--- src/rtl/assert_macros.svh ---
// assertion helpers for the lexer rtl
`ifndef ASSERT_MACROS_SVH
`define ASSERT_MACROS_SVH
`ifndef SYNTHESIS
// property that must hold at every clock edge out of reset
`define LX_ASSERT(lbl, clk, rstn, prop) \
	lbl: assert property (@(posedge clk) disable iff (!rstn) prop) \
		else $error("lexer check failed");
// condition that must hold in the cycle after a trigger
`define LX_ASSERT_NEXT(lbl, clk, rstn, ante, cons) \
	lbl: assert property (@(posedge clk) disable iff (!rstn) ante |=> cons) \
		else $error("lexer check failed");
`else
`define LX_ASSERT(lbl, clk, rstn, prop)
`define LX_ASSERT_NEXT(lbl, clk, rstn, ante, cons)
`endif
`endif

--- src/rtl/lx_pkg.sv ---
`timescale 1ns / 1ps
package lx_pkg;

	// result kinds
	localparam logic [5:0] K_OP    = 6'd1;
	localparam logic [5:0] K_DELIM = 6'd2;
	localparam logic [5:0] K_KW    = 6'd3;
	localparam logic [5:0] K_IDENT = 6'd4;
	localparam logic [5:0] K_ICHAR = 6'd5;
	localparam logic [5:0] K_INT   = 6'd6;
	localparam logic [5:0] K_FLOAT = 6'd7;
	localparam logic [5:0] K_SCHAR = 6'd8;
	localparam logic [5:0] K_SEND  = 6'd9;
	localparam logic [5:0] K_ERR   = 6'd10;
	localparam logic [5:0] K_END   = 6'd11;

	// error codes
	localparam logic [1:0] E_CHAR    = 2'd1;
	localparam logic [1:0] E_STRING  = 2'd2;
	localparam logic [1:0] E_COMMENT = 2'd3;

	// operator numbers
	localparam logic [4:0] OP_ELLIPSIS = 5'd0;
	localparam logic [4:0] OP_ARROW    = 5'd1;
	localparam logic [4:0] OP_SHL      = 5'd2;
	localparam logic [4:0] OP_SHR      = 5'd3;
	localparam logic [4:0] OP_LE       = 5'd4;
	localparam logic [4:0] OP_GE       = 5'd5;
	localparam logic [4:0] OP_EQ       = 5'd6;
	localparam logic [4:0] OP_NE       = 5'd7;
	localparam logic [4:0] OP_LAND     = 5'd8;
	localparam logic [4:0] OP_LOR      = 5'd9;
	localparam logic [4:0] OP_PLUS     = 5'd10;
	localparam logic [4:0] OP_MINUS    = 5'd11;
	localparam logic [4:0] OP_STAR     = 5'd12;
	localparam logic [4:0] OP_SLASH    = 5'd13;
	localparam logic [4:0] OP_PERCENT  = 5'd14;
	localparam logic [4:0] OP_ASSIGN   = 5'd15;
	localparam logic [4:0] OP_NOT      = 5'd16;
	localparam logic [4:0] OP_LT       = 5'd17;
	localparam logic [4:0] OP_GT       = 5'd18;
	localparam logic [4:0] OP_AND      = 5'd19;
	localparam logic [4:0] OP_OR       = 5'd20;
	localparam logic [4:0] OP_XOR      = 5'd21;
	localparam logic [4:0] OP_INC      = 5'd22;
	localparam logic [4:0] OP_DEC      = 5'd23;

	// delimiter numbers
	localparam logic [2:0] D_LPAREN = 3'd0;
	localparam logic [2:0] D_RPAREN = 3'd1;
	localparam logic [2:0] D_LBRACE = 3'd2;
	localparam logic [2:0] D_RBRACE = 3'd3;
	localparam logic [2:0] D_COLON  = 3'd4;
	localparam logic [2:0] D_COMMA  = 3'd5;
	localparam logic [2:0] D_DOT    = 3'd6;
	localparam logic [2:0] D_SEMI   = 3'd7;

	localparam logic [30:0] VAL_MAX = 31'h7fff_ffff;
	localparam int KW_NUM = 18;

	// keywords, right aligned, first char is the highest byte in use
	localparam logic [63:0] KW_TEXT [KW_NUM] = '{
		64'("const"), 64'("continue"), 64'("do"), 64'("else"), 64'("enum"),
		64'("float"), 64'("for"), 64'("if"), 64'("int"), 64'("return"),
		64'("sizeof"), 64'("struct"), 64'("switch"), 64'("unsigned"),
		64'("void"), 64'("while"), 64'("bool"), 64'("string")};
	localparam logic [3:0] KW_LEN [KW_NUM] = '{
		4'd5, 4'd8, 4'd2, 4'd4, 4'd4, 4'd5, 4'd3, 4'd2, 4'd3,
		4'd6, 4'd6, 4'd6, 4'd6, 4'd8, 4'd4, 4'd5, 4'd4, 4'd6};

	typedef struct packed {
		logic [5:0]  kind;
		logic [30:0] value;
		logic [4:0]  frac_digits;
		logic [15:0] line;
		logic [15:0] column;
	} lx_res_t;

	typedef struct packed {
		logic    push;
		logic    step_end;
		lx_res_t res;
	} lx_buf_ctl_t;

	typedef struct packed {
		logic       hit;
		logic [4:0] code;
	} lx_op_t;

	function automatic logic [7:0] kw_char(input int k, input logic [2:0] i);
		logic [7:0] ch;
		ch = 8'd0;
		if ({1'b0, i} < KW_LEN[k])
			ch = KW_TEXT[k][(int'(KW_LEN[k]) - 1 - int'(i)) * 8 +: 8];
		return ch;
	endfunction

	function automatic logic is_digit(input logic [7:0] c);
		return c >= "0" && c <= "9";
	endfunction

	function automatic logic is_alpha(input logic [7:0] c);
		return (c >= "a" && c <= "z") || (c >= "A" && c <= "Z") || c == "_";
	endfunction

	function automatic logic is_ident(input logic [7:0] c);
		return is_alpha(c) || is_digit(c);
	endfunction

	function automatic logic is_space(input logic [7:0] c);
		return c == " " || c == 8'h09 || c == 8'h0d || c == 8'h0c || c == 8'h0b;
	endfunction

	function automatic lx_op_t one_op(input logic [7:0] c);
		lx_op_t r;
		r.hit = 1'b1;
		case (c)
			"+": r.code = OP_PLUS;
			"-": r.code = OP_MINUS;
			"*": r.code = OP_STAR;
			"/": r.code = OP_SLASH;
			"%": r.code = OP_PERCENT;
			"=": r.code = OP_ASSIGN;
			"!": r.code = OP_NOT;
			"<": r.code = OP_LT;
			">": r.code = OP_GT;
			"&": r.code = OP_AND;
			"|": r.code = OP_OR;
			"^": r.code = OP_XOR;
			default: begin
				r.hit = 1'b0;
				r.code = OP_ELLIPSIS;
			end
		endcase
		return r;
	endfunction

	function automatic lx_op_t two_op(input logic [7:0] a, input logic [7:0] b);
		lx_op_t r;
		r.hit = 1'b1;
		case ({a, b})
			"->": r.code = OP_ARROW;
			"<<": r.code = OP_SHL;
			">>": r.code = OP_SHR;
			"<=": r.code = OP_LE;
			">=": r.code = OP_GE;
			"==": r.code = OP_EQ;
			"!=": r.code = OP_NE;
			"&&": r.code = OP_LAND;
			"||": r.code = OP_LOR;
			"++": r.code = OP_INC;
			"--": r.code = OP_DEC;
			default: begin
				r.hit = 1'b0;
				r.code = OP_ELLIPSIS;
			end
		endcase
		return r;
	endfunction

	function automatic logic [3:0] delim_code(input logic [7:0] c);
		logic [3:0] d;
		case (c)
			"(": d = {1'b1, D_LPAREN};
			")": d = {1'b1, D_RPAREN};
			"{": d = {1'b1, D_LBRACE};
			"}": d = {1'b1, D_RBRACE};
			":": d = {1'b1, D_COLON};
			",": d = {1'b1, D_COMMA};
			".": d = {1'b1, D_DOT};
			";": d = {1'b1, D_SEMI};
			default: d = 4'd0;
		endcase
		return d;
	endfunction

endpackage

--- src/rtl/lx_if.sv ---
`timescale 1ns / 1ps
// input byte channel
interface lx_in_if;
	logic       valid;
	logic       ready;
	logic       op;
	logic [7:0] byte_value;
	modport source (output valid, output op, output byte_value, input ready);
	modport sink (input valid, input op, input byte_value, output ready);
endinterface

// result channel
interface lx_out_if;
	logic        valid;
	logic        ready;
	logic [5:0]  kind;
	logic [30:0] value;
	logic [4:0]  frac_digits;
	logic [15:0] line;
	logic [15:0] column;
	logic        last;
	modport source (output valid, output kind, output value, output frac_digits,
		output line, output column, output last, input ready);
	modport sink (input valid, input kind, input value, input frac_digits,
		input line, input column, input last, output ready);
endinterface

--- src/rtl/c_subset_lexer.sv ---
`timescale 1ns / 1ps
// channel  dir  payload                                          transfer
// in_ch    in   op, byte_value                                   valid & ready
// out_ch   out  kind, value, frac_digits, line, column, last     valid & ready
//
// a byte is latched when taken, then worked in decision steps with at most
// one result each; an identifier end adds a header step and a step per
// buffered char, replayed through the read port of the identifier memory.
// one byte is in work at a time; ready is low until its results are queued.
// a stalled output holds results in a pending and an output register.
// reset clears control state at once; the identifier memory is not cleared.
`include "assert_macros.svh"
module c_subset_lexer #(
	parameter int IDENT_MAX = 32,
	parameter int POS_WIDTH = 16
) (
	input  logic     clk,
	input  logic     arst_n,
	lx_in_if.sink    in_ch,
	lx_out_if.source out_ch
);
	import lx_pkg::*;

	localparam int IDENT_BUF = (IDENT_MAX < 38) ? IDENT_MAX : 38;
	localparam int AW = $clog2(IDENT_BUF);
	localparam int LW = $clog2(IDENT_BUF + 1);
	localparam int PW = POS_WIDTH;

	localparam logic [3:0] M_IDLE = 4'd0;
	localparam logic [3:0] M_NUM = 4'd1;
	localparam logic [3:0] M_IDENT = 4'd2;
	localparam logic [3:0] M_ISTREAM = 4'd3;
	localparam logic [3:0] M_STR = 4'd4;
	localparam logic [3:0] M_STR_ESC = 4'd5;
	localparam logic [3:0] M_LINE = 4'd6;
	localparam logic [3:0] M_BLOCK = 4'd7;
	localparam logic [3:0] M_BLOCK_STAR = 4'd8;
	localparam logic [3:0] M_OP = 4'd9;
	localparam logic [3:0] M_ERR = 4'd10;
	localparam logic [3:0] M_REPLAY = 4'd11;
	localparam logic [3:0] M_RP_LONG = 4'd12;

	function automatic logic [PW-1:0] inc(input logic [PW-1:0] p);
		return (&p) ? p : p + PW'(1);
	endfunction

	function automatic logic [15:0] to16(input logic [PW-1:0] p);
		logic [31:0] w;
		w = 32'(p);
		return w[15:0];
	endfunction

	logic          busy_q, op_q;
	logic [7:0]    c_q, la0_q;
	logic [3:0]    mode_q, mode_d;
	logic [1:0]    la_cnt_q, la_cnt_d;
	logic [7:0]    la0_d;
	logic [LW-1:0] len_q, len_d;
	logic [KW_NUM-1:0] kw_q, kw_d;
	logic [30:0]   acc_q, acc_d;
	logic [1:0]    flags_q, flags_d;
	logic [4:0]    frac_q, frac_d;
	logic [PW-1:0] cl_q, cc_q, sl_q, sc_q, cl_d, cc_d, sl_d, sc_d;
	logic [AW-1:0] rp_idx_q, rp_idx_d;
	logic          rp_long_q, rp_long_d;

	logic          push, done, go, push_ok;
	lx_res_t       r;
	lx_buf_ctl_t   bctl;
	logic          mem_we, mem_re;
	logic [AW-1:0] mem_waddr, mem_raddr;
	logic [7:0]    mem_rdata;
	logic [PW-1:0] cc_adv;
	logic [34:0]   acc10;
	logic          acc_ovf, kw_hit;
	logic [4:0]    kw_idx;
	lx_op_t        op1, op2;
	logic [3:0]    dl;
	logic [KW_NUM-1:0] kw_first, kw_next;

	// keyword candidates, tracked as chars are buffered
	always_comb begin
		kw_hit = 1'b0;
		kw_idx = 5'd0;
		for (int k = 0; k < KW_NUM; k++) begin
			kw_first[k] = kw_char(k, 3'd0) == c_q;
			kw_next[k] = kw_q[k] && (len_q < LW'(KW_LEN[k]))
				&& kw_char(k, len_q[2:0]) == c_q;
			if (kw_q[k] && len_q == LW'(KW_LEN[k])) begin
				kw_hit = 1'b1;
				kw_idx = 5'(k);
			end
		end
	end

	assign cc_adv = inc(cc_q);
	assign acc10 = ({4'd0, acc_q} << 3) + ({4'd0, acc_q} << 1) + {31'd0, c_q[3:0]};
	assign acc_ovf = acc10 > {4'd0, VAL_MAX};
	assign op1 = one_op(la0_q);
	assign op2 = two_op(la0_q, c_q);
	assign dl = delim_code(c_q);

	// one decision step per cycle unless the output buffer holds back a push, at most one result
	always_comb begin
		push = 1'b0;
		done = 1'b0;
		r.kind = K_END;
		r.value = 31'd0;
		r.frac_digits = 5'd0;
		r.line = to16(sl_q);
		r.column = to16(sc_q);
		mode_d = mode_q;
		la0_d = la0_q;
		la_cnt_d = la_cnt_q;
		len_d = len_q;
		kw_d = kw_q;
		acc_d = acc_q;
		flags_d = flags_q;
		frac_d = frac_q;
		cl_d = cl_q;
		cc_d = cc_q;
		sl_d = sl_q;
		sc_d = sc_q;
		rp_idx_d = rp_idx_q;
		rp_long_d = rp_long_q;
		mem_we = 1'b0;
		mem_waddr = len_q[AW-1:0];
		mem_re = 1'b0;
		mem_raddr = '0;
		if (mode_q == M_REPLAY) begin
			// buffered identifier chars, one per step
			push = 1'b1;
			r.kind = K_ICHAR;
			r.value = 31'(mem_rdata);
			if (LW'(rp_idx_q) == len_q - LW'(1)) begin
				mode_d = rp_long_q ? M_RP_LONG : M_IDLE;
			end else begin
				rp_idx_d = rp_idx_q + AW'(1);
				mem_re = 1'b1;
				mem_raddr = rp_idx_q + AW'(1);
			end
		end else if (mode_q == M_RP_LONG) begin
			push = 1'b1;
			r.kind = K_ICHAR;
			r.value = 31'(c_q);
			cc_d = cc_adv;
			mode_d = M_ISTREAM;
			done = 1'b1;
		end else if (op_q) begin
			// end marker: close what is open, then the end token
			case (mode_q)
				M_NUM: begin
					push = 1'b1;
					r.kind = flags_q[0] ? K_FLOAT : K_INT;
					r.value = (!flags_q[0] && flags_q[1]) ? 31'd0 : acc_q;
					r.frac_digits = flags_q[0] ? frac_q : 5'd0;
					mode_d = M_IDLE;
				end
				M_IDENT: begin
					push = 1'b1;
					if (kw_hit) begin
						r.kind = K_KW;
						r.value = 31'(kw_idx);
						mode_d = M_IDLE;
					end else begin
						r.kind = K_IDENT;
						mode_d = M_REPLAY;
						rp_idx_d = '0;
						rp_long_d = 1'b0;
						mem_re = 1'b1;
					end
				end
				M_STR, M_STR_ESC: begin
					push = 1'b1;
					r.kind = K_ERR;
					r.value = 31'(E_STRING);
					mode_d = M_IDLE;
				end
				M_BLOCK, M_BLOCK_STAR: begin
					push = 1'b1;
					r.kind = K_ERR;
					r.value = 31'(E_COMMENT);
					mode_d = M_IDLE;
				end
				M_OP: begin
					push = 1'b1;
					r.kind = (la0_q == ".") ? K_DELIM : K_OP;
					r.value = (la0_q == ".") ? 31'(D_DOT) : 31'(op1.code);
					cc_d = cc_adv;
					if (la_cnt_q == 2'd2) begin
						la0_d = ".";
						la_cnt_d = 2'd1;
						sl_d = cl_q;
						sc_d = cc_adv;
					end else begin
						mode_d = M_IDLE;
					end
				end
				default: begin
					push = 1'b1;
					r.kind = K_END;
					r.line = to16(cl_q);
					r.column = to16(cc_q);
					done = 1'b1;
					mode_d = M_IDLE;
					la0_d = 8'd0;
					la_cnt_d = 2'd0;
					len_d = '0;
					acc_d = 31'd0;
					flags_d = 2'd0;
					frac_d = 5'd0;
					cl_d = '0;
					cc_d = '0;
					sl_d = '0;
					sc_d = '0;
				end
			endcase
		end else begin
			case (mode_q)
				M_IDLE: begin
					done = 1'b1;
					if (c_q == 8'h0a) begin
						cl_d = inc(cl_q);
						cc_d = '0;
					end else if (is_space(c_q)) begin
						cc_d = cc_adv;
					end else begin
						sl_d = cl_q;
						sc_d = cc_q;
						if (is_digit(c_q)) begin
							acc_d = 31'(c_q[3:0]);
							flags_d = 2'd0;
							frac_d = 5'd0;
							cc_d = cc_adv;
							mode_d = M_NUM;
						end else if (c_q == "\"") begin
							cc_d = cc_adv;
							mode_d = M_STR;
						end else if (c_q == "." || one_op(c_q).hit) begin
							la0_d = c_q;
							la_cnt_d = 2'd1;
							mode_d = M_OP;
						end else if (is_alpha(c_q)) begin
							mem_we = 1'b1;
							mem_waddr = '0;
							len_d = LW'(1);
							kw_d = kw_first;
							cc_d = cc_adv;
							mode_d = M_IDENT;
						end else if (dl[3]) begin
							push = 1'b1;
							r.kind = K_DELIM;
							r.value = 31'(dl[2:0]);
							r.line = to16(cl_q);
							r.column = to16(cc_q);
							cc_d = cc_adv;
						end else begin
							push = 1'b1;
							r.kind = K_ERR;
							r.value = 31'(E_CHAR);
							r.line = to16(cl_q);
							r.column = to16(cc_q);
							mode_d = M_ERR;
						end
					end
				end
				M_OP: begin
					if (la_cnt_q == 2'd2) begin
						push = 1'b1;
						if (c_q == ".") begin
							r.kind = K_OP;
							r.value = 31'(OP_ELLIPSIS);
							cc_d = inc(inc(cc_adv));
							la_cnt_d = 2'd0;
							mode_d = M_IDLE;
							done = 1'b1;
						end else begin
							// first dot of a pair stands alone
							r.kind = K_DELIM;
							r.value = 31'(D_DOT);
							cc_d = cc_adv;
							sl_d = cl_q;
							sc_d = cc_adv;
							la_cnt_d = 2'd1;
						end
					end else if (la0_q == "/" && (c_q == "/" || c_q == "*")) begin
						cc_d = inc(cc_adv);
						la_cnt_d = 2'd0;
						mode_d = (c_q == "/") ? M_LINE : M_BLOCK;
						done = 1'b1;
					end else if (op2.hit) begin
						push = 1'b1;
						r.kind = K_OP;
						r.value = 31'(op2.code);
						cc_d = inc(cc_adv);
						la_cnt_d = 2'd0;
						mode_d = M_IDLE;
						done = 1'b1;
					end else if (la0_q == "." && c_q == ".") begin
						la_cnt_d = 2'd2;
						done = 1'b1;
					end else begin
						push = 1'b1;
						r.kind = (la0_q == ".") ? K_DELIM : K_OP;
						r.value = (la0_q == ".") ? 31'(D_DOT) : 31'(op1.code);
						cc_d = cc_adv;
						la_cnt_d = 2'd0;
						mode_d = M_IDLE;
					end
				end
				M_NUM: begin
					if (is_digit(c_q)) begin
						if (acc_ovf) begin
							acc_d = VAL_MAX;
							flags_d[1] = 1'b1;
						end else begin
							acc_d = acc10[30:0];
						end
						if (flags_q[0] && frac_q != 5'd31)
							frac_d = frac_q + 5'd1;
						cc_d = cc_adv;
						done = 1'b1;
					end else if (c_q == "." && !flags_q[0]) begin
						flags_d[0] = 1'b1;
						cc_d = cc_adv;
						done = 1'b1;
					end else begin
						push = 1'b1;
						r.kind = flags_q[0] ? K_FLOAT : K_INT;
						r.value = (!flags_q[0] && flags_q[1]) ? 31'd0 : acc_q;
						r.frac_digits = flags_q[0] ? frac_q : 5'd0;
						mode_d = M_IDLE;
					end
				end
				M_IDENT: begin
					if (is_ident(c_q)) begin
						if (len_q < LW'(IDENT_BUF)) begin
							mem_we = 1'b1;
							len_d = len_q + LW'(1);
							kw_d = kw_next;
							cc_d = cc_adv;
							done = 1'b1;
						end else begin
							// buffer full: spill it, then stream
							push = 1'b1;
							r.kind = K_IDENT;
							mode_d = M_REPLAY;
							rp_idx_d = '0;
							rp_long_d = 1'b1;
							mem_re = 1'b1;
						end
					end else begin
						push = 1'b1;
						if (kw_hit) begin
							r.kind = K_KW;
							r.value = 31'(kw_idx);
							mode_d = M_IDLE;
						end else begin
							r.kind = K_IDENT;
							mode_d = M_REPLAY;
							rp_idx_d = '0;
							rp_long_d = 1'b0;
							mem_re = 1'b1;
						end
					end
				end
				M_ISTREAM: begin
					if (is_ident(c_q)) begin
						push = 1'b1;
						r.kind = K_ICHAR;
						r.value = 31'(c_q);
						cc_d = cc_adv;
						done = 1'b1;
					end else begin
						mode_d = M_IDLE;
					end
				end
				M_STR: begin
					if (c_q == "\"") begin
						push = 1'b1;
						r.kind = K_SEND;
						mode_d = M_IDLE;
					end else if (c_q == "\\") begin
						mode_d = M_STR_ESC;
					end else begin
						push = 1'b1;
						r.kind = K_SCHAR;
						r.value = 31'(c_q);
					end
					cc_d = cc_adv;
					done = 1'b1;
				end
				M_STR_ESC: begin
					push = 1'b1;
					r.kind = K_SCHAR;
					r.value = (c_q == "n") ? 31'h0a : (c_q == "t") ? 31'h09 : 31'(c_q);
					cc_d = cc_adv;
					mode_d = M_STR;
					done = 1'b1;
				end
				M_LINE: begin
					if (c_q == 8'h0a) begin
						mode_d = M_IDLE;
					end else begin
						cc_d = cc_adv;
						done = 1'b1;
					end
				end
				M_BLOCK, M_BLOCK_STAR: begin
					done = 1'b1;
					if (c_q == 8'h0a) begin
						cl_d = inc(cl_q);
						cc_d = '0;
						mode_d = M_BLOCK;
					end else begin
						cc_d = cc_adv;
						if (c_q == "*")
							mode_d = M_BLOCK_STAR;
						else if (c_q == "/" && mode_q == M_BLOCK_STAR)
							mode_d = M_IDLE;
						else
							mode_d = M_BLOCK;
					end
				end
				default: begin
					done = 1'b1;
				end
			endcase
		end
	end

	assign go = busy_q && (!push || push_ok);
	assign in_ch.ready = !busy_q;

	// control and lexer state
	always_ff @(posedge clk or negedge arst_n) begin
		if (!arst_n) begin
			busy_q <= 1'b0;
			mode_q <= M_IDLE;
			la0_q <= 8'd0;
			la_cnt_q <= 2'd0;
			len_q <= '0;
			kw_q <= '0;
			acc_q <= 31'd0;
			flags_q <= 2'd0;
			frac_q <= 5'd0;
			cl_q <= '0;
			cc_q <= '0;
			sl_q <= '0;
			sc_q <= '0;
			rp_idx_q <= '0;
			rp_long_q <= 1'b0;
		end else if (go) begin
			busy_q <= !done;
			mode_q <= mode_d;
			la0_q <= la0_d;
			la_cnt_q <= la_cnt_d;
			len_q <= len_d;
			kw_q <= kw_d;
			acc_q <= acc_d;
			flags_q <= flags_d;
			frac_q <= frac_d;
			cl_q <= cl_d;
			cc_q <= cc_d;
			sl_q <= sl_d;
			sc_q <= sc_d;
			rp_idx_q <= rp_idx_d;
			rp_long_q <= rp_long_d;
		end else if (!busy_q && in_ch.valid) begin
			busy_q <= 1'b1;
		end
	end

	// input item latch
	always_ff @(posedge clk) begin
		if (!busy_q && in_ch.valid) begin
			op_q <= in_ch.op;
			c_q <= in_ch.byte_value;
		end
	end

	assign bctl.push = push && go;
	assign bctl.step_end = done && go;
	assign bctl.res = r;

	lx_ident_mem #(
		.DEPTH(IDENT_BUF),
		.AW(AW)
	) u_mem (
		.clk(clk),
		.we(mem_we && go),
		.waddr(mem_waddr),
		.wdata(c_q),
		.re(mem_re && go),
		.raddr(mem_raddr),
		.rdata(mem_rdata)
	);

	lx_emit_buf u_buf (
		.clk(clk),
		.arst_n(arst_n),
		.ctl(bctl),
		.push_ok(push_ok),
		.out_ch(out_ch)
	);

	`LX_ASSERT(a_replay_idx, clk, arst_n, (mode_q == M_REPLAY) |-> (LW'(rp_idx_q) < len_q))
	`LX_ASSERT(a_len_max, clk, arst_n, len_q <= LW'(IDENT_BUF))
	`LX_ASSERT(a_dot_pair, clk, arst_n, (la_cnt_q == 2'd2) |-> (la0_q == "."))
	`LX_ASSERT_NEXT(a_end_clear, clk, arst_n, go && done && op_q, cl_q == '0 && cc_q == '0)

endmodule

--- src/rtl/lx_ident_mem.sv ---
`timescale 1ns / 1ps
module lx_ident_mem #(
	parameter int DEPTH = 32,
	parameter int AW = 5
) (
	input  logic          clk,
	input  logic          we,
	input  logic [AW-1:0] waddr,
	input  logic [7:0]    wdata,
	input  logic          re,
	input  logic [AW-1:0] raddr,
	output logic [7:0]    rdata
);

	logic [7:0] mem [DEPTH];

	// one write port, one registered read port
	always_ff @(posedge clk) begin
		if (we)
			mem[waddr] <= wdata;
		if (re)
			rdata <= mem[raddr];
	end

endmodule

--- src/rtl/lx_emit_buf.sv ---
`timescale 1ns / 1ps
module lx_emit_buf (
	input  logic               clk,
	input  logic               arst_n,
	input  lx_pkg::lx_buf_ctl_t ctl,
	output logic               push_ok,
	lx_out_if.source           out_ch
);
	import lx_pkg::*;

	logic    ov_q, pv_q, plast_q, olast_q;
	lx_res_t pend_q, out_q;
	logic    slot_free, move;

	// the pending result learns it is last when the next one arrives or the step ends
	assign slot_free = !ov_q || out_ch.ready;
	assign push_ok = !pv_q || slot_free;
	assign move = pv_q && slot_free && (ctl.push || plast_q);

	always_ff @(posedge clk or negedge arst_n) begin
		if (!arst_n) begin
			ov_q <= 1'b0;
			pv_q <= 1'b0;
			plast_q <= 1'b0;
		end else begin
			if (move)
				ov_q <= 1'b1;
			else if (out_ch.ready)
				ov_q <= 1'b0;
			if (ctl.push) begin
				pv_q <= 1'b1;
				plast_q <= ctl.step_end;
			end else if (move) begin
				pv_q <= 1'b0;
			end else if (ctl.step_end && pv_q) begin
				plast_q <= 1'b1;
			end
		end
	end

	// payload registers
	always_ff @(posedge clk) begin
		if (ctl.push)
			pend_q <= ctl.res;
		if (move) begin
			out_q <= pend_q;
			olast_q <= plast_q;
		end
	end

	assign out_ch.valid = ov_q;
	assign out_ch.kind = out_q.kind;
	assign out_ch.value = out_q.value;
	assign out_ch.frac_digits = out_q.frac_digits;
	assign out_ch.line = out_q.line;
	assign out_ch.column = out_q.column;
	assign out_ch.last = olast_q;

endmodule
--- src/flat_wrapper.sv ---
// flat-port wrapper written by rule: the top's interface ports become plain ports
module c_subset_lexer_flat import lx_pkg::*;
#(
	parameter int IDENT_MAX = 32,
	parameter int POS_WIDTH = 16
)
  (clk, arst_n, in_ch_valid, in_ch_op, in_ch_byte_value, in_ch_ready, out_ch_valid, out_ch_kind, out_ch_value, out_ch_frac_digits, out_ch_line, out_ch_column, out_ch_last, out_ch_ready);
  lx_in_if in_ch_i ();
  lx_out_if out_ch_i ();
  input  logic clk;
  input  logic arst_n;
  input wire logic [$bits(in_ch_i.valid)-1:0] in_ch_valid;
  input wire logic [$bits(in_ch_i.op)-1:0] in_ch_op;
  input wire logic [$bits(in_ch_i.byte_value)-1:0] in_ch_byte_value;
  output wire logic [$bits(in_ch_i.ready)-1:0] in_ch_ready;
  output wire logic [$bits(out_ch_i.valid)-1:0] out_ch_valid;
  output wire logic [$bits(out_ch_i.kind)-1:0] out_ch_kind;
  output wire logic [$bits(out_ch_i.value)-1:0] out_ch_value;
  output wire logic [$bits(out_ch_i.frac_digits)-1:0] out_ch_frac_digits;
  output wire logic [$bits(out_ch_i.line)-1:0] out_ch_line;
  output wire logic [$bits(out_ch_i.column)-1:0] out_ch_column;
  output wire logic [$bits(out_ch_i.last)-1:0] out_ch_last;
  input wire logic [$bits(out_ch_i.ready)-1:0] out_ch_ready;
  assign in_ch_i.valid = in_ch_valid;
  assign in_ch_i.op = in_ch_op;
  assign in_ch_i.byte_value = in_ch_byte_value;
  assign in_ch_ready = in_ch_i.ready;
  assign out_ch_valid = out_ch_i.valid;
  assign out_ch_kind = out_ch_i.kind;
  assign out_ch_value = out_ch_i.value;
  assign out_ch_frac_digits = out_ch_i.frac_digits;
  assign out_ch_line = out_ch_i.line;
  assign out_ch_column = out_ch_i.column;
  assign out_ch_last = out_ch_i.last;
  assign out_ch_i.ready = out_ch_ready;
  c_subset_lexer #(.IDENT_MAX(IDENT_MAX), .POS_WIDTH(POS_WIDTH)) u_core (.clk(clk), .arst_n(arst_n), .in_ch(in_ch_i), .out_ch(out_ch_i));
endmodule
--- config.mk ---
export PLATFORM = sky130hd
export DESIGN_NAME = c_subset_lexer_flat
export DESIGN_NICKNAME = d
export VERILOG_FILES = /design/src/rtl/lx_pkg.sv /design/src/rtl/lx_if.sv /design/src/rtl/c_subset_lexer.sv /design/src/rtl/lx_ident_mem.sv /design/src/rtl/lx_emit_buf.sv /design/src/flat_wrapper.sv
export VERILOG_INCLUDE_DIRS = /design/src /design/src/rtl
export SDC_FILE = /design/constraint.sdc
export NUM_CORES = 1
export LEC_CHECK = 0
export ABC_AREA = 1
export BUFFER_PORTS_ARGS = -buffer_cell sky130_fd_sc_hd__buf_2
export CAP_MARGIN = 20
export CORE_MARGIN = 5
export CORE_UTILIZATION = 50
export CTS_CLUSTER_SIZE = 24
export DETAILED_ROUTE_END_ITERATION = 7
export MAX_ROUTING_LAYER = met4
export PLACE_DENSITY = 0.7
export SLEW_MARGIN = 20
export SYNTH_ARGS = -nofsm -noshare
export SYNTH_HDL_FRONTEND = slang
export SYNTH_SLANG_ARGS = --single-unit
--- constraint.sdc ---
create_clock -name clk -period 7.3 [get_ports clk]
set_input_delay 1.095 -clock clk [delete_from_list [all_inputs] [get_ports clk]]
set_output_delay 1.095 -clock clk [all_outputs]
set_load 0.1 [all_outputs]
## Yosys cells after proc, flatten, opt, wreduce, memory -nomap -nowiden

Memories as Yosys holds them, arrays and structs flattened. A register that Yosys moved wholly into a read port is not among the register bits.
Index checks and enable logic that the tools add are counted.

- Bitwise gates (word level): 3
- Shifts and indexed selects: 18
- Add/subtract/negate cells: 16
- Eq/ne operators: 164
- Multiplexer cells: 353
- $lt $le $gt $ge: 19
- Reductions and logical operators: 135

Operator list:

| operator | number |
|---|---|
| indexed part select 64 x 32 -> 8 bit (first input constant) | 13 |
| 2-to-1 mux 16 bit | 41 |
| 2-to-1 mux 37 bit | 10 |
| 2-to-1 mux 32 bit | 10 |
| indexed part select 64 x 7 -> 8 bit (first input constant) | 5 |
| 2-to-1 mux 31 bit | 10 |
| case mux 37 bit (7 select lines) | 1 |
| == test 8 x 6 -> 1 bit (second input constant) | 29 |
| 2-to-1 mux 8 bit | 27 |
| 2-to-1 mux 5 bit | 36 |
| == test 16 x 14 -> 1 bit (second input constant) | 10 |
| case mux 16 bit (2 select lines) | 5 |
| 2-to-1 mux 4 bit | 39 |
| case mux 31 bit (5 select lines) | 1 |
| == test 8 bit | 18 |
| 2-to-1 mux 18 bit | 8 |
| case mux 16 bit (8 select lines) | 1 |
| 2-to-1 mux 1 bit | 104 |
| == test 7 x 8 -> 1 bit (first input constant) | 11 |
| 2-to-1 mux 42 bit | 2 |
| == test 8 x 7 -> 1 bit (second input constant) | 10 |
| 2-to-1 mux 74 bit | 1 |
| logical AND 1 bit | 72 |
| 2-to-1 mux 35 bit | 2 |
| 92 further kinds | 242 |

- Flip-flop bits (word level): 308
- Memories: 1
- Input bits: 13
- Bits in writable memories: 256

Memory list:

| memory | depth | width | read ports | clocked after Yosys merged registers in | write ports | RTL line | source |
|---|---|---|---|---|---|---|---|
| u_core.u_mem.mem | 32 | 8 | 1 | 1 | 1 | lx_ident_mem.sv:15 | `logic [7:0] mem [DEPTH];` |

## Depth between registers and ports, before layout

- Word-level depth: 29
- Mapped depth: 29
- Depth with buffers taken out: 29

## Cells and area by module

From an unflattened synthesis, not the netlist that was laid out.

- Cells, all modules: 3883
- Area, all modules: 32869.0 um2

Modules (own cells, without submodules):

| module | cells each | sequential area each (um2) | times used | area an instance (um2) |
|---|---|---|---|---|
| c_subset_lexer | 2792 | 3948.8 | 1 | 17371.7 |
| lx_ident_mem | 922 | 7927.6 | 1 | 10866.7 |
| lx_emit_buf | 169 | 4549.4 | 1 | 4630.7 |

## Least setup slack after synthesis

Ideal clock, no wire load.

- Path type: reg-to-reg
- Start: register u_core.c_q[1]
- End: register u_core.u_buf.plast_q
- Arrival time: 6.506 ns
- Cell stages (with the launch flop): 22
- Setup slack: 0.587 ns
- Clock period less this slack: 6.713 ns
- Library setup time: 0.207 ns
- Cell sequence: edfxtp_1 -> buf_4 -> inv_2 -> buf_6 -> nor2_2 -> o21ai_1 -> nand3_1 -> nand2_2 -> nor2_4 -> inv_4 -> nand2_2 -> nand3_1 -> nor3_1 -> nand3_1 -> nand3_2 -> nand3_1 -> a21oi_1 -> inv_1 -> nand2_1 -> nand2_1 -> nand2_1 -> o21ai_0

- Longest elaborated chain between the ends: 29
- Elaborated cells on any way between the ends: 111
- Classes of those cells: order compare: 6; eq/ne: 34; mux: 44; reduce/logical: 27

RTL lines:

| item | RTL line | source |
|---|---|---|
| from (decl) | c_subset_lexer.sv:54 | `logic [7:0] c_q, la0_q;` |
| from (signal assigned) | c_subset_lexer.sv:478 | `c_q <= in_ch.byte_value;` |
| == test 8 x 6 -> 1 bit, or another cell as far along | lx_pkg.sv:117 | `case (c)` |
| OR reduction 12 bit (no source line) | -- |  |
| 2-to-1 mux 1 bit | lx_pkg.sv:117 |  |
| 2-to-1 mux 1 bit | c_subset_lexer.sv:236 | `end else if (c_q == "\"") begin` |
| 2-to-1 mux 1 bit | c_subset_lexer.sv:230 | `if (is_digit(c_q)) begin` |
| 2-to-1 mux 1 bit | c_subset_lexer.sv:225 | `end else if (is_space(c_q)) begin` |
| 2-to-1 mux 1 bit | c_subset_lexer.sv:222 | `if (c_q == 8'h0a) begin` |
| 2-to-1 mux 1 bit | c_subset_lexer.sv:219 | `case (mode_q)` |
| [... 14 more ...] | -- |  |
| logical OR 1 bit | c_subset_lexer.sv:432 | `assign go = busy_q && (!push \|\| push_ok);` |
| logical AND 1 bit | c_subset_lexer.sv:432 |  |
| logical AND 1 bit (*) | c_subset_lexer.sv:482 | `assign bctl.push = push && go;` |
| logical OR 1 bit (*) | lx_emit_buf.sv:18 | `assign move = pv_q && slot_free && (ctl.push \|\| plast_q);` |
| logical AND 1 bit (*) | lx_emit_buf.sv:18 |  |
| net u_core.u_buf.move | lx_emit_buf.sv:13 | `logic slot_free, move;` |
| != test 2 bit (no source line) (*) | -- |  |
| AND reduction 2 bit (no source line) (*) | -- |  |
| to (signal assigned) | lx_emit_buf.sv:32 | `plast_q <= ctl.step_end;` |
| to (decl) | lx_emit_buf.sv:11 | `logic ov_q, pv_q, plast_q, olast_q;` |

The timed path passes the listed nets; every way through them passes the cells marked *. The select of a mux whose other input is x is not followed.
A chain may end at the register's enable or synchronous reset.

## Final worst setup path

- Start: register u_core.len_q[1]
- End: register u_core.u_mem.rdata[6], read port of u_core.u_mem.mem, data pin

- Longest elaborated chain between the ends: 27
- Elaborated cells on any way between the ends: 65
- Classes of those cells: add/sub: 1; order compare: 1; eq/ne: 7; mux: 34; reduce/logical: 22

RTL lines:

| item | RTL line | source |
|---|---|---|
| from (decl) | c_subset_lexer.sv:58 | `logic [LW-1:0] len_q, len_d;` |
| from (signal assigned) | c_subset_lexer.sv:458 | `len_q <= len_d;` |
| == test 6 x 3 -> 1 bit | c_subset_lexer.sv:89 | `if (kw_q[k] && len_q == LW'(KW_LEN[k])) begin` |
| logical AND 1 bit | c_subset_lexer.sv:89 |  |
| 2-to-1 mux 1 bit (18 in a row) | c_subset_lexer.sv:89 |  |
| 2-to-1 mux 1 bit | c_subset_lexer.sv:161, c_subset_lexer.sv:354 |  |
| 2-to-1 mux 1 bit | c_subset_lexer.sv:336 | `if (is_ident(c_q)) begin` |
| 2-to-1 mux 1 bit | c_subset_lexer.sv:219 |  |
| 2-to-1 mux 1 bit | c_subset_lexer.sv:149 | `end else if (op_q) begin` |
| 2-to-1 mux 1 bit | c_subset_lexer.sv:142 | `end else if (mode_q == M_RP_LONG) begin` |
| 2-to-1 mux 1 bit | c_subset_lexer.sv:130 | `if (mode_q == M_REPLAY) begin` |
| logical AND 1 bit | c_subset_lexer.sv:494 | `.re(mem_re && go),` |
| to (decl) | lx_ident_mem.sv:12 | `output logic [7:0] rdata` |

Several ways; a longest one is shown, not always the timed one.

==> results.cfg <==
[run_status]
status = finished, violations left
violations = design-rule violations

[worst_setup_path]
cp.buffers_inverters = 6
r2r_slack_ns = 1.64
max_stage_delay_ns = 0.88
critPathCaptureType = register
worst_r2r_path_depth = 19
critical_path.slowest_cell = clkinv_2
critPathLaunch = u_core.len_q[1]
worstSetupStartpointType = register
critical-path-top-delay-family = buffers and inverters
crit_required_ns = 7.69
critPathMaxFanout = 79
path_common_cell = nand3_1
path_class = reg -> reg
arrival_ns = 6.06
timing.rr.end = u_core.u_mem.rdata[6]
regToRegStartpoint = u_core.len_q[1]
path_cells = inv_1 -> ha_1 -> inv_1 -> nor2_1 -> nand3_1 -> o31ai_1 -> nand3_1 -> nand2_1 -> nor2_4 -> buf_4 -> clkinv_2 -> buf_4 -> o21ai_0 -> inv_1 -> o21ai_0 -> nand3_1 -> nand3_1 -> nand3_1 -> o21a_1

[clock_network]
holdBufCountCts = 0
clk_latency_ns = 0.67
cts_tree = built
cts_root_buf = clkbuf_16
ctsResizeCount = 0
clock_sinks = 568
clk_pin_slew_ns = 0.07
clk_path_buf_depth = 3
h-tree-depth = 2
cts_buffers = 60
cts_setup_buffers = 0

[global_route]
grt.total_usage = 0.2825
grt_max_degree = 80
gr-total-overflow = 0
antenna_found_initial = 1
grt_pass1_wl_um = 154800
grt_pass1_vias = 26473

[route]
drt_wl_total_um = 100600
drc = 1
firstDrtPassIters = 8
viasPerCell = 5.985
drt_iter0_markers = 3187
vias = 28074
ant_nets = 0
routedWlPerCell_um = 21.45

[pwr]
p_leak_nw = 14.79
power_per_cell_area_mw_per_mm2 = 402.6
ir_drop_mv = 0.3876

[synth]
synth_commonest_cells = 614 x nand2_1, 418 x edfxtp_1, 365 x inv_1
synthArstFlopShare = 0.2641
syn_area_per_cell_sq_um = 8.796
synth_edf_count = 418
synth_ff_type = edfxtp_1
synthCells = 3748
yosys_warnings = 0
ys_seq_area_frac = 0.4946
synth_area_sq_mm = 0.03297
ys_seq_elements = 568
yosysTopAreaCell = edfxtp_1
yosysMostFrequentCell = nand2_1
synth_top_area_frac = 0.3807
synth.distinct_cells = 73
synth.top_cells.by_area = edfxtp_1 38%, dfrtp_1 11%, nand2_1 7.0%

[floorplan]
die-height_um = 266.8
die-width_um = 266.8
die_area_sq_mm = 0.07117
ios = 90
rows = 94
initial_core_util = 0.5024
coreArea_sq_mm = 0.06563

[sta]
max_freq_ghz = 0.1765
holdWs_ns = 0.3568
drv_slew = 0
hold_viol = 0
report.final.setup_viol = 0
rsz0062_at_grt = no
tns_ns = 0
period_needed_ns = 5.665
worst_clock_skew_ns = 0.06586
worstMarginPinSlew_ns = 1.060
min_period_over_period = 0.7760
slew_headroom = 0.2910

[finish]
final_nets = 3874
drive_gt1_frac = 0.1192
synthToLayoutAreaGrowth_pct = 9.943

[place]
dpl.hpwl_um = 70460
portBuffers = 87
routabilityCongestion = 1.024

[flow_run]
drv_cap = 0

[hold_path]
hold_class = in -> async
## metrics by stage
step / setup WS, ns / util / std cells / cell area (sq um) / power, mW
final: 1.635 / 0.5523 / 4691 / 36250 / 14.59
after floorplan: 0.5869 / - / 3749 / 32970 / 9.711
after CTS: 1.634 / 0.5519 / 4689 / 36220 / 14.52
after detailed placement: 1.716 / 0.5205 / 4576 / 34160 / 11.35
after global placement: 1.937 / 0.5204 / 4576 / 34150 / 11.32
after global routing: 1.112 / 0.5523 / 4691 / 36250 / 15.31
## flip-flops by register name (all words and copies together), names as in the netlist, 2 cells and up
signal / count
u_core.u_mem.mem: 256
u_core.u_buf.pend_q: 72
u_core.acc_q: 31
u_core.u_buf.out_ch.value: 31
u_core.kw_q: 18
u_core.cc_q: 16
u_core.cl_q: 16
u_core.sc_q: 16
u_core.sl_q: 16
u_core.u_buf.out_ch.column: 16
u_core.u_buf.out_ch.line: 16
u_core.c_q: 8
u_core.la0_q: 8
u_core.u_mem.rdata: 8
u_core.len_q: 6
u_core.frac_q: 5
u_core.rp_idx_q: 5
u_core.u_buf.out_ch.frac_digits: 5
u_core.mode_q: 4
u_core.u_buf.out_ch.kind: 4
u_core.flags_q: 2
u_core.la_cnt_q: 2
## placed cells by master (no fill, tap or decap), types with 10 or more instances in the layout
cell type and instances:
a22oi_1 20, dfrtp_1 150, nand2_1 614, nand2_2 29, buf_4 44, inv_2 24
o2111ai_1 14, nand3_2 12, a211oi_1 11, o21ai_0 304, ha_1 84, nor2_1 320
o22ai_1 19, o31ai_1 20, nand3_1 307, buf_2 86, clkbuf_1 13, a21oi_1 180
a2111oi_0 10, clkinv_1 12, inv_1 362, or2_0 11, a31oi_1 47, or2_2 80
nor2_4 18, o21a_1 18, xnor2_1 27, xor2_1 71, nor4_1 15, o211ai_1 112
edfxtp_1 418, o21ai_1 23, nor3_1 86, nand2_4 15, nor2_2 21, nand4_1 47
clkbuf_16 60
## layer usage
metal	global-route usage	up-vias	share of wire
met5	-	-	0
li1	-	13117	-
met3	0.03927	212	0.084
met1	0.4034	13406	0.44
met4	0.07890	0	0.029
met2	0.4278	1339	0.45
## layout make-up
type,instances,area (sq um)
fillers,5950,29380
flip-flops and latches,568,16310
multi-input cells,2613,14470
clock buffers,76,1592
inverters,399,1515
well taps,864,1081
repair buffers,133,812.0
clock inverters,37,470.5
diodes,1,2.502
## report_power, final
part	switching (mW)	internal (mW)	total, mW	leakage, nW
registers	0.461	4.42	4.88	5.84
clock network	1.36	1.81	3.17	0.973
logic	5.12	1.42	6.54	7.98
total	6.94	7.65	14.6	14.8
## cells by family after synthesis
logic type               Yosys count  synth area share
AO/OA/AOI/OAI                    825            0.1495
XOR/XNOR                         100           0.02770
adder cells (fa/ha/maj)           86           0.03309
buffers and inverters            568           0.06839
flip-flops                       568            0.4946
other                              1         0.0001137
AND/OR/NAND/NOR                 1600            0.2266
## how the worst max path moves through the flow
| stage | end | slack, ns | cells past startpoint |
|---|---|---|---|
| floorplan | u_core.u_buf.plast_q | 0.59 | 21 |
| global placement | u_core.u_mem.rdata[0] | 1.94 | 19 |
| detailed placement | u_core.u_mem.rdata[6] | 1.72 | 19 |
| CTS | u_core.u_mem.rdata[6] | 1.63 | 19 |
| global route | u_core.u_mem.rdata[1] | 1.11 | 19 |
| finish | u_core.u_mem.rdata[6] | 1.64 | 19 |
(Power assumes the default switching activity.)
